File: src/design/jsu_pkg.sv
`timescale 1ns / 1ps
// ----------------------------------------------------------------------------
// jsu_pkg
// Shared types, status codes and decode helpers for the JSON string unescaper.
// ----------------------------------------------------------------------------
package jsu_pkg;

  typedef enum logic [2:0] {
    ST_CONT   = 3'd0,
    ST_CLOSED = 3'd1,
    ST_BADESC = 3'd2,
    ST_BADHEX = 3'd3,
    ST_UNTERM = 3'd4
  } status_t;

  typedef enum logic [2:0] {
    MODE_NORMAL = 3'b001,
    MODE_ESCAPE = 3'b010,
    MODE_HEX    = 3'b100
  } mode_t;

  localparam logic [7:0]  CHR_QUOTE  = 8'h22;
  localparam logic [7:0]  CHR_BSLASH = 8'h5C;
  localparam logic [7:0]  CHR_SLASH  = 8'h2F;
  localparam logic [7:0]  CHR_U      = 8'h75;

  localparam logic [7:0]  UTF8_LEAD2 = 8'hC0;
  localparam logic [7:0]  UTF8_LEAD3 = 8'hE0;
  localparam logic [7:0]  UTF8_CONT  = 8'h80;
  localparam logic [7:0]  UTF8_MASK  = 8'h3F;
  localparam logic [15:0] CP_ONE_MAX = 16'h0080;
  localparam logic [15:0] CP_TWO_MAX = 16'h0800;

  // One unit of work handed from the front to the back.
  typedef struct packed {
    logic [15:0] data;     // plain byte in [7:0], or a code point
    logic        is_cp;    // data is a code point to be UTF-8 encoded
    logic        valid;    // carries a byte; otherwise a status flag only
    status_t     status;
  } job_t;

  // Hex digit value in [3:0], bit 4 set when the byte is no hex digit.
  function automatic logic [4:0] hex_value(input logic [7:0] c);
    logic [4:0] v;
    if (c >= 8'h30 && c <= 8'h39) begin
      v = {1'b0, 4'(c - 8'h30)};
    end else if (c >= 8'h61 && c <= 8'h66) begin
      v = {1'b0, 4'(c - 8'h57)};
    end else if (c >= 8'h41 && c <= 8'h46) begin
      v = {1'b0, 4'(c - 8'h37)};
    end else begin
      v = 5'h10;
    end
    return v;
  endfunction

  // Single-letter escapes; bit 8 set when the letter is not one of them.
  function automatic logic [8:0] escape_byte(input logic [7:0] c);
    logic [8:0] r;
    case (c)
      CHR_QUOTE:  r = {1'b0, CHR_QUOTE};
      CHR_BSLASH: r = {1'b0, CHR_BSLASH};
      CHR_SLASH:  r = {1'b0, CHR_SLASH};
      8'h62:      r = 9'h008;
      8'h66:      r = 9'h00C;
      8'h6E:      r = 9'h00A;
      8'h72:      r = 9'h00D;
      8'h74:      r = 9'h009;
      default:    r = 9'h100;
    endcase
    return r;
  endfunction

endpackage

File: src/design/json_string_unescape_utf8.sv
`timescale 1ns / 1ps
`default_nettype none
// ----------------------------------------------------------------------------
// json_string_unescape_utf8
// JSON string body unescaper: escapes and \uXXXX to UTF-8 bytes.
//
//   channel  | handshake        | payload
//   ---------+------------------+-------------------------------------------
//   input    | push / full      | in_byte, text_ends
//   result   | pop / empty      | out_byte, byte_valid, status, last_of_run
//
// One input byte is taken per cycle while the job queue has room.
// The back end sends one result item per cycle while results are popped, so
// a \u escape that encodes to two or three UTF-8 bytes holds its job until
// its last byte is loaded. The output register loads from the queue head
// when empty or popped. Synchronous reset clears queue and output register.
// ----------------------------------------------------------------------------
module json_string_unescape_utf8
  import jsu_pkg::*;
#(
  parameter int QUEUE_DEPTH = 4
) (
  input  wire logic       clk,
  input  wire logic       rst,
  input  wire logic       push,
  output logic            full,
  input  wire logic [7:0] in_byte,
  input  wire logic       text_ends,
  output logic            empty,
  input  wire logic       pop,
  output logic [7:0]      out_byte,
  output logic            byte_valid,
  output logic [2:0]      status,
  output logic            last_of_run
);

  job_t front_job, head_job;
  logic front_push, head_avail, head_take;

  jsu_front u_front (
    .clk       (clk),
    .rst       (rst),
    .take      (push && !full),
    .in_byte   (in_byte),
    .text_ends (text_ends),
    .job       (front_job),
    .job_push  (front_push)
  );

  jsu_queue #(
    .DEPTH (QUEUE_DEPTH)
  ) u_queue (
    .clk    (clk),
    .rst    (rst),
    .push   (front_push),
    .wr_job (front_job),
    .take   (head_take),
    .rd_job (head_job),
    .full   (full),
    .avail  (head_avail)
  );

  jsu_back u_back (
    .clk         (clk),
    .rst         (rst),
    .job         (head_job),
    .job_avail   (head_avail),
    .job_take    (head_take),
    .pop         (pop),
    .empty       (empty),
    .out_byte    (out_byte),
    .byte_valid  (byte_valid),
    .status      (status),
    .last_of_run (last_of_run)
  );

endmodule

`default_nettype wire

File: src/design/jsu_front.sv
`timescale 1ns / 1ps
`default_nettype none
// ----------------------------------------------------------------------------
// jsu_front
// Takes input bytes, tracks escape and \u state, and issues one job per
// byte that produces output. Silent bytes issue nothing.
// ----------------------------------------------------------------------------
module jsu_front
  import jsu_pkg::*;
(
  input  wire logic       clk,
  input  wire logic       rst,
  input  wire logic       take,
  input  wire logic [7:0] in_byte,
  input  wire logic       text_ends,
  output job_t            job,
  output logic            job_push
);

  mode_t       mode, mode_next;
  logic [1:0]  digits, digits_next;
  logic [15:0] cp, cp_next;
  logic [4:0]  hv;
  logic [8:0]  esc;

  assign hv  = hex_value(in_byte);
  assign esc = escape_byte(in_byte);

  always_comb begin
    mode_next   = mode;
    digits_next = digits;
    cp_next     = cp;
    job         = '{data: {8'h00, in_byte}, is_cp: 1'b0, valid: 1'b1, status: ST_CONT};
    job_push    = 1'b0;
    if (take) begin
      if (text_ends) begin
        job      = '{data: '0, is_cp: 1'b0, valid: 1'b0, status: ST_UNTERM};
        job_push = 1'b1;
        mode_next = MODE_NORMAL; digits_next = '0; cp_next = '0;
      end else begin
        case (mode)
          MODE_ESCAPE: begin
            mode_next = MODE_NORMAL; digits_next = '0; cp_next = '0;
            if (in_byte == CHR_U) begin
              mode_next = MODE_HEX;
            end else if (esc[8]) begin
              job      = '{data: '0, is_cp: 1'b0, valid: 1'b0, status: ST_BADESC};
              job_push = 1'b1;
            end else begin
              job.data = {8'h00, esc[7:0]};
              job_push = 1'b1;
            end
          end
          MODE_HEX: begin
            if (hv[4]) begin
              job      = '{data: '0, is_cp: 1'b0, valid: 1'b0, status: ST_BADHEX};
              job_push = 1'b1;
              mode_next = MODE_NORMAL; digits_next = '0; cp_next = '0;
            end else if (digits == 2'd3) begin
              job      = '{data: {cp[11:0], hv[3:0]}, is_cp: 1'b1, valid: 1'b1,
                           status: ST_CONT};
              job_push = 1'b1;
              mode_next = MODE_NORMAL; digits_next = '0; cp_next = '0;
            end else begin
              cp_next     = {cp[11:0], hv[3:0]};
              digits_next = digits + 2'd1;
            end
          end
          default: begin
            if (in_byte == CHR_QUOTE) begin
              job      = '{data: '0, is_cp: 1'b0, valid: 1'b0, status: ST_CLOSED};
              job_push = 1'b1;
              mode_next = MODE_NORMAL; digits_next = '0; cp_next = '0;
            end else if (in_byte == CHR_BSLASH) begin
              mode_next = MODE_ESCAPE;
            end else begin
              job_push = 1'b1;
            end
          end
        endcase
      end
    end
  end

  always_ff @(posedge clk) begin
    if (rst) begin
      mode   <= MODE_NORMAL;
      digits <= '0;
      cp     <= '0;
    end else begin
      mode   <= mode_next;
      digits <= digits_next;
      cp     <= cp_next;
    end
  end

endmodule

`default_nettype wire

File: src/design/jsu_queue.sv
`timescale 1ns / 1ps
`default_nettype none
// ----------------------------------------------------------------------------
// jsu_queue
// Small job FIFO between the front and the back.
// ----------------------------------------------------------------------------
module jsu_queue
  import jsu_pkg::*;
#(
  parameter int DEPTH = 4
) (
  input  wire logic clk,
  input  wire logic rst,
  input  wire logic push,
  input  job_t      wr_job,
  input  wire logic take,
  output job_t      rd_job,
  output logic      full,
  output logic      avail
);

  localparam int PTR_W = (DEPTH > 1) ? $clog2(DEPTH) : 1;
  localparam int CNT_W = $clog2(DEPTH + 1);

  job_t             slots [DEPTH];
  logic [PTR_W-1:0] wr_ptr, rd_ptr;
  logic [CNT_W-1:0] count;
  logic             do_push, do_take;

  assign full    = (count == CNT_W'(DEPTH));
  assign avail   = (count != '0);
  assign do_push = push && !full;
  assign do_take = take && avail;
  assign rd_job  = slots[rd_ptr];

  always_ff @(posedge clk) begin
    if (do_push) begin
      slots[wr_ptr] <= wr_job;
    end
  end

  always_ff @(posedge clk) begin
    if (rst) begin
      wr_ptr <= '0;
      rd_ptr <= '0;
      count  <= '0;
    end else begin
      if (do_push) begin
        wr_ptr <= (wr_ptr == PTR_W'(DEPTH - 1)) ? '0 : wr_ptr + 1'b1;
      end
      if (do_take) begin
        rd_ptr <= (rd_ptr == PTR_W'(DEPTH - 1)) ? '0 : rd_ptr + 1'b1;
      end
      case ({do_push, do_take})
        2'b10:   count <= count + 1'b1;
        2'b01:   count <= count - 1'b1;
        default: count <= count;
      endcase
    end
  end

endmodule

`default_nettype wire

File: src/design/jsu_back.sv
`timescale 1ns / 1ps
`default_nettype none
// ----------------------------------------------------------------------------
// jsu_back
// Expands the job at the head of the queue into one to three result items
// and holds each in the output register until it is popped.
// ----------------------------------------------------------------------------
module jsu_back
  import jsu_pkg::*;
(
  input  wire logic       clk,
  input  wire logic       rst,
  input  job_t            job,
  input  wire logic       job_avail,
  output logic            job_take,
  input  wire logic       pop,
  output logic            empty,
  output logic [7:0]      out_byte,
  output logic            byte_valid,
  output logic [2:0]      status,
  output logic            last_of_run
);

  logic       out_full;
  logic [1:0] idx;
  logic [1:0] n_items;
  logic       load;
  logic       item_last;
  logic [7:0] item_byte;
  logic [5:0] cp_lo, cp_mid;

  assign empty = !out_full;
  assign load  = job_avail && (!out_full || pop);

  assign cp_lo  = job.data[5:0];
  assign cp_mid = job.data[11:6];

  always_comb begin
    if (!job.valid || !job.is_cp || job.data < CP_ONE_MAX) begin
      n_items = 2'd1;
    end else if (job.data < CP_TWO_MAX) begin
      n_items = 2'd2;
    end else begin
      n_items = 2'd3;
    end
    item_last = (idx == n_items - 2'd1);
    item_byte = job.data[7:0];
    case (n_items)
      2'd2: item_byte = (idx == 2'd0) ? (UTF8_LEAD2 | {3'b000, job.data[10:6]})
                                      : (UTF8_CONT | ({2'b00, cp_lo} & UTF8_MASK));
      2'd3: begin
        case (idx)
          2'd0:    item_byte = UTF8_LEAD3 | {4'h0, job.data[15:12]};
          2'd1:    item_byte = UTF8_CONT | ({2'b00, cp_mid} & UTF8_MASK);
          default: item_byte = UTF8_CONT | ({2'b00, cp_lo} & UTF8_MASK);
        endcase
      end
      default: item_byte = job.valid ? job.data[7:0] : 8'h00;
    endcase
  end

  assign job_take = load && item_last;

  always_ff @(posedge clk) begin
    if (rst) begin
      out_full <= 1'b0;
      idx      <= '0;
    end else begin
      if (load) begin
        out_full <= 1'b1;
        idx      <= item_last ? 2'd0 : idx + 2'd1;
      end else if (pop) begin
        out_full <= 1'b0;
      end
    end
  end

  always_ff @(posedge clk) begin
    if (load) begin
      out_byte    <= item_byte;
      byte_valid  <= job.valid;
      status      <= job.status;
      last_of_run <= item_last;
    end
  end

endmodule

`default_nettype wire

File: config.mk
export PLATFORM = sky130hd
export DESIGN_NAME = json_string_unescape_utf8
export DESIGN_NICKNAME = d
export VERILOG_FILES = /design/src/design/jsu_pkg.sv /design/src/design/json_string_unescape_utf8.sv /design/src/design/jsu_front.sv /design/src/design/jsu_queue.sv /design/src/design/jsu_back.sv
export SDC_FILE = /design/constraint.sdc
export NUM_CORES = 1
export LEC_CHECK = 0
export ABC_AREA = 1
export BUFFER_PORTS_ARGS = -buffer_cell sky130_fd_sc_hd__buf_2
export CAP_MARGIN = 20
export CORE_ASPECT_RATIO = 0.9
export CORE_MARGIN = 4
export CORE_UTILIZATION = 61
export DETAILED_ROUTE_END_ITERATION = 10
export PLACE_DENSITY_LB_ADDON = 0.12
export SYNTH_ARGS = -nofsm -noshare
export SYNTH_HDL_FRONTEND = slang
export SYNTH_SLANG_ARGS = --single-unit
File: constraint.sdc
create_clock -name clk -period 4.2 [get_ports clk]
set_input_delay 1.05 -clock clk [delete_from_list [all_inputs] [get_ports clk]]
set_output_delay 1.05 -clock clk [all_outputs]
set_load 0.01 [all_outputs]
# --- After elaboration in Yosys (flattened, before gate mapping) ---
# Memory sizes are Yosys's and may differ from the RTL's. A register that Yosys moved wholly into a read port is not among the register bits.
# Cells that the tools add are included.
classes:
  eq_ne: 22
  muxes: 54
  reduce_logical: 23
  add_sub_neg: 10
  order_cmp: 8
op_table:
  columns: ["operator", "count"]
  rows:
  - ["$mux 21", 4]
  - ["$pmux 9 s8", 1]
  - ["$eq 8x7->1 const B", 7]
  - ["$mux 12", 4]
  - ["$pmux 21 s2", 1]
  - ["$mux 13", 2]
  - ["$pmux 12 s2", 1]
  - ["$mux 2", 10]
  - ["$mux 3", 6]
  - ["$eq 8x6->1 const B", 2]
  - ["$ge 8x7->1 const B", 2]
  - ["$le 8x7->1 const B", 2]
  - ["$lt 16x12->1 const B", 1]
  - ["$lt 16x8->1 const B", 1]
  - ["$mux 8", 2]
  - ["$pmux 8 s2", 1]
  - ["$mux 5", 3]
  - ["$pmux 7 s2", 1]
  - ["$eq 2x2->1 const B", 6]
  - ["$mux 1", 12]
  - ["$pmux 3 s2", 2]
  - ["$add 2x1->2 const B", 4]
  - ["$ge 8x6->1 const B", 1]
  - ["$le 8x6->1 const B", 1]
  - ["other kinds (24)", 40]
totals:
  out_inout_bits: 15
  n_memories: 1
  regBits: 40
  ram_bits: 84
  input_bits: 13
  wordCells: 130
memory_table:
  columns: ["name", "depth", "word_bits", "read_ports", "rd_ports_with_merged_regs", "write_ports", "line", "source"]
  rows:
  - ["u_queue.slots", 4, 21, 1, 1, 1, "jsu_queue.sv:25", "job_t slots [DEPTH];"]

# --- Depth between registers and ports, before layout ---
logic_depth:
  word_depth: 12
  depth_mapped: 21
  mapped_depth_nobuf: 19

# --- Hierarchy ---
# A second synthesis with hierarchy kept.
unflattened:
  hier_cells: 667
  hier_area_um2: 6377.4
by_module_without_submodules:
  columns: ["mod", "instances", "area_each_um2", "cells_per_inst"]
  rows:
  - ["jsu_queue", 1, 3718.6, 275]
  - ["jsu_front", 1, 1680.4, 281]
  - ["jsu_back", 1, 968.4, 109]
  - ["json_string_unescape_utf8", 1, 10.0, 2]

# --- Worst setup path before layout ---
# OpenSTA, ideal clock, no wires.
synth_timing:
  kind: "input -> register"
  start: "in pop"
  end: "reg u_queue.count[2]"
  slack_ps: 718
  arrival_time_ps: 3360
  cell_stages: 11
  path_buffers: 0
  cell_sequence: "nor2_1 -> a31oi_1 -> nand3_2 -> inv_1 -> ha_1 -> inv_1 -> fa_1 -> a21oi_1 -> o21ai_0 -> o21ai_0 -> a21oi_1"
synth_via:
  elab_chain_cells: 6
  elab_cells_between_ends: 8
  classes_between: "eq/ne: 2; mux: 1; reduce/logical: 5"
synth_rtl:
  columns: ["item", "line", "source"]
  rows:
  - ["from (decl)", "json_string_unescape_utf8.sv:30", "input wire logic pop,"]
  - ["$logic_or 1x1->1 (*)", "jsu_back.sv:33", "assign load = job_avail && (!out_full || pop);"]
  - ["$logic_and 1x1->1 (*)", "jsu_back.sv:33", null]
  - ["named net u_back.load", "jsu_back.sv:27", "logic load;"]
  - ["$logic_and 1x1->1 (*)", "jsu_back.sv:62", "assign job_take = load && item_last;"]
  - ["$logic_and 1x1->1 (*)", "jsu_queue.sv:33", "assign do_take = take && avail;"]
  - ["named net u_queue.do_take", "jsu_queue.sv:28", "logic do_push, do_take;"]
  - ["$eq 2x1->1 / $eq 2x2->1 (equally long branches)", "jsu_queue.sv:54", "case ({do_push, do_take})"]
  - ["$pmux 3 s2 / $reduce_bool 2->1 (equally long branches)", null, null]
  - ["to (signal assigned)", "jsu_queue.sv:55", "2'b10: count <= count + 1'b1;"]
  - ["to (signal assigned)", "jsu_queue.sv:56", "2'b01: count <= count - 1'b1;"]
  - ["to (signal assigned)", "jsu_queue.sv:57", "default: count <= count;"]
  - ["to (decl)", "jsu_queue.sv:27", "logic [CNT_W-1:0] count;"]
# Mark *: on every way through the listed nets, which the timed path passes. The rest lies on a longest branch.
# A chain may end at the register's enable or synchronous reset.

# --- Worst setup path in the final report ---
layout_timing:
  start: "in in_byte[1]"
  end: "reg u_queue.count[2]"
layout_via:
  elab_chain_cells: 12
  elab_cells_between_ends: 27
  classes_between: "order compare: 6; eq/ne: 5; mux: 11; reduce/logical: 5"
layout_rtl:
  columns: ["item", "line", "source"]
  rows:
  - ["from (decl)", "json_string_unescape_utf8.sv:27", "input wire logic [7:0] in_byte,"]
  - ["$ge 8x7->1 / $le 8x7->1 (equally long branches)", "jsu_pkg.sv:49", "end else if (c >= 8'h41 && c <= 8'h46) begin"]
  - ["$logic_and 1x1->1", "jsu_pkg.sv:49", null]
  - ["$mux 5", "jsu_pkg.sv:49", null]
  - ["$mux 5", "jsu_pkg.sv:47", "end else if (c >= 8'h61 && c <= 8'h66) begin"]
  - ["$mux 5", "jsu_pkg.sv:45", "if (c >= 8'h30 && c <= 8'h39) begin"]
  - ["$mux 1", "jsu_front.sv:55", "if (hv[4]) begin"]
  - ["$pmux 1 s2 (*)", "jsu_front.sv:41", "case (mode)"]
  - ["$mux 1 (*)", "jsu_front.sv:36", "if (text_ends) begin"]
  - ["$mux 1 (*)", "jsu_front.sv:35", "if (take) begin"]
  - ["$logic_and 1x1->1 (*)", "jsu_queue.sv:32", "assign do_push = push && !full;"]
  - ["$eq 2x1->1 / $eq 2x2->1 (equally long branches)", "jsu_queue.sv:54", null]
  - ["$pmux 3 s2 / $reduce_bool 2->1 (equally long branches)", null, null]
# Every way passes the cells marked *; elsewhere a longest branch is shown, timed or not.

==> results.md <==
* Asr flop ratio synth at 0%
* Comb power frac at 30.2%
* Slew Limit Fails at 0
* Synth Cell Area at 6200 um2
* Element type at the critical path end: flop
* Layout cell share with drive strength beyond 1 at 16.5%
* Root buf cell: clkbuf_16
* I/O Buffers at 27
* GRT met3 Usage at 5.66%
* Synth warn at 0
* Full die area at 11800 um2
* Pre-CTS setup slack at 0.333 ns
* Die W at 114 um
* Post-CTS sizing at 0
* Met1 GRT Util at 34.6%
* Routed WL at 15100 um
* Post-Syn Instances at 660
* FILL cells at 709
* Top-count cell post-synth: nand2_1
* Final period util at 83.1%
* Post-Syn Nets at 688
* Slew HR at 67.2%
* TritonCTS buffer count at 17
* Initial DRT Pass Iterations at 8
* Synth area leaders: edfxtp_1 47%, nand2_1 9.6%, dfxtp_1 9.4%, nor2_1 4.3%, inv_1 3.9%
* Clock power share at 32.7%
* Yosys cell types at 46
* Chip height at 104 um
* Post-synth top area cell: edfxtp_1
* RSZ-0062 raised after global routing: false
* Vias in the first global route at 4774
* Startpoint Class: input port
* Syn-to-layout area delta at 13.7%
* Internal Power at 2.80 mW
* Seq/Total Area, Yosys at 56.3%
* Worst skew pair latency at 0.41 ns
* Kind of path behind the tightest hold check: flop to flop
* Clock sink count at 126
* H-Tree Level Count at 4
* M2 GR Usage at 43.6%
* Total Neg Setup Slack at 0 ns
* Core Rows at 34
* Gr busiest metal: met2
* FF/Latch Area at 3490 um2
* CTS tree: built
* Grt ovf at 0
* Maxcap violations at 0
* Yosys top cell area share at 47.0%
* Area after DPL at 6440 um2
* DRC Markers at 0
* Core Region at 9780 um2
* Fin. Hold Viols at 0
* Crit path max fanout at 8
* First-pass GRT wire length at 24400 um
* # IOs at 28
* Vias per std cell at 5.90
* Initial antenna violation count at 0
* Detailed Route Iter0 Violations at 498
* Final WS setup at 0.710 ns
* Sw frac at 37.2%
* Post-Syn Area per Cell at 9.40 um2
* Hold Crit Depth at 2
* LEAKAGE at 2.89 nW
* Clock slew at reported path FFs at 0.06 ns
* CP required at 4.49 ns
* Fin area at 7050 um2
* P_sw at 1.66 mW
* Initial Util at 63.4%
* Part of the power in registers at 37.1%
* Worst IR Drop VDD at 489 uV
* Footprint of the multi-input gates at 2290 um2
* Minimum clock period at 3.49 ns
* Total GRT Usage at 26.5%
* Worst clock skew at 0.00850 ns
* Finish-stage setup viols at 0
* RePlAce Congestion at 0.908
* Commonest cells post-synth: 158 x nand2_1, 97 x edfxtp_1, 71 x nor2_1, 64 x inv_1, 40 x nand3_1
* #FFs+latches synth at 126
* Wire per inst at 18.1 um
* Clock Path Buffers at 2
* # nets final at 723
* Dominant synthesized flop cell: edfxtp_1
* Antenna-violating nets left at 0
* Status: finished, final reports clean
* Post-CTS Setup Inserts at 0
* Hold slack at 0.478 ns
* Fmax achieved at 0.287 GHz
* Crit Path Category: input port to flop
* Largest net degree at the start of global routing at 44
* Reg2Reg Depth at 18
* P per Cell Area at 632 nW/um2
* Antenna diodes at 0
* Slew @ Worst Pin at 0.487 ns
* Worst EP arrival at 3.78 ns
* DP Wirelength at 10100 um
* EDFF count, synth at 97
* # hold bufs at CTS at 0
* Via count at 4922
## critical path, stage by stage
cell and delay [ns]:
buf_2 0.13, inv_1 0.13, ha_1 0.27, nand3b_1 0.18, nand4_4 0.17, nand2_4 0.18
nand2_1 0.09, nand2_1 0.08, nand4_1 0.09, nand2_1 0.23, ha_1 0.19, inv_1 0.07
fa_1 0.44, a21oi_1 0.14, o21ai_0 0.11, o21ai_0 0.16, a21oi_1 0.06
## power by group through the flow
stage / Combinational, mW / Clock (mW) / Sequential [mW]
3_3_place_gp: 1.24 / 0 / 1.67
2_1_floorplan: 0.885 / 0 / 1.71
6_report: 1.34 / 1.46 / 1.65
4_1_cts: 1.32 / 1.47 / 1.65
5_1_grt: 1.47 / 1.54 / 1.67
3_5_place_dp: 1.29 / 0 / 1.68
## placed cells by master (no fill, tap or decap), drive strengths merged
cell type,count
dfxtp,29
nor4,1
o311ai,1
nand3,45
nand3b,1
nor3,5
a32o,6
nand4,10
o22ai,8
edfxtp,97
nand2,174
a21oi,24
o21ai,41
a31oi,4
buf,36
o211a,1
fa,1
nor2,78
or2,1
inv,85
a21boi,1
ha,14
xor2,1
o211ai,9
o2111ai,1
o31ai,1
clkinv,7
o21a,1
a22oi,8
clkbuf,17
## layer usage
metal	part of all wire, %	vias up
li1	-	2323
met1	40	2296
met2	49	246
met3	7.8	57
met4	2.8	0
met5	0	-
## metrics by stage
step | utilization, % | power (mW) | cells
3_3_place_gp | 65.8 | 2.91 | 802
3_5_place_dp | 65.8 | 2.97 | 802
4_1_cts | 72.1 | 4.44 | 834
2_1_floorplan | - | 2.60 | 660
5_1_grt | 72.1 | 4.68 | 834
6_report | 72.1 | 4.45 | 834
## state kept, by name (all words and copies together), names as in the netlist, 2 cells and up, named ones only
signal / count
u_queue.count: 3
u_front.cp: 12
u_back.out_byte: 8
u_queue.wr_ptr: 2
u_queue.slots: 84
u_front.digits: 2
u_front.mode: 3
u_back.status: 3
u_back.idx: 2
u_queue.rd_ptr: 2
## layout make-up
class / instances / area share (%)
clock buffer: 17 / 6.03
tap: 126 / 2.23
clock inverter: 15 / 2.64
multi-input combinational: 437 / 32.5
inverter: 77 / 4.17
sequential: 126 / 49.5
timing repair buffer: 36 / 2.87
## final timing paths
| path | startpoint | endpoint | slack [ns] |
|---|---|---|---|
| min | u_front.digits[1]$_SDFFE_PP0P_ | u_front.digits[1]$_SDFFE_PP0P_ | 0.48 |
| max | in_byte[1] | u_queue.count[2]$_SDFFE_PP0P_ | 0.71 |
| min reg2reg | u_front.digits[1]$_SDFFE_PP0P_ | u_front.digits[1]$_SDFFE_PP0P_ | 0.48 |
| max reg2reg | flop | u_queue.count[2]$_SDFFE_PP0P_ | 1.00 |
## cell families (layout without fill, tap and decap cells)
logic type | Yosys count | after routing | share of synthesized area, %
AND/OR/NAND/NOR | 315 | 315 | 23.1
flip-flops | 126 | 126 | 56.3
AO/OA/AOI/OAI | 106 | 106 | 10.5
buffers and inverters | 97 | 145 | 6.78
adder cells (fa/ha/maj) | 15 | 15 | 3.15
XOR/XNOR | 1 | 1 | 0.141
Power figures use the tool's default switching activity.
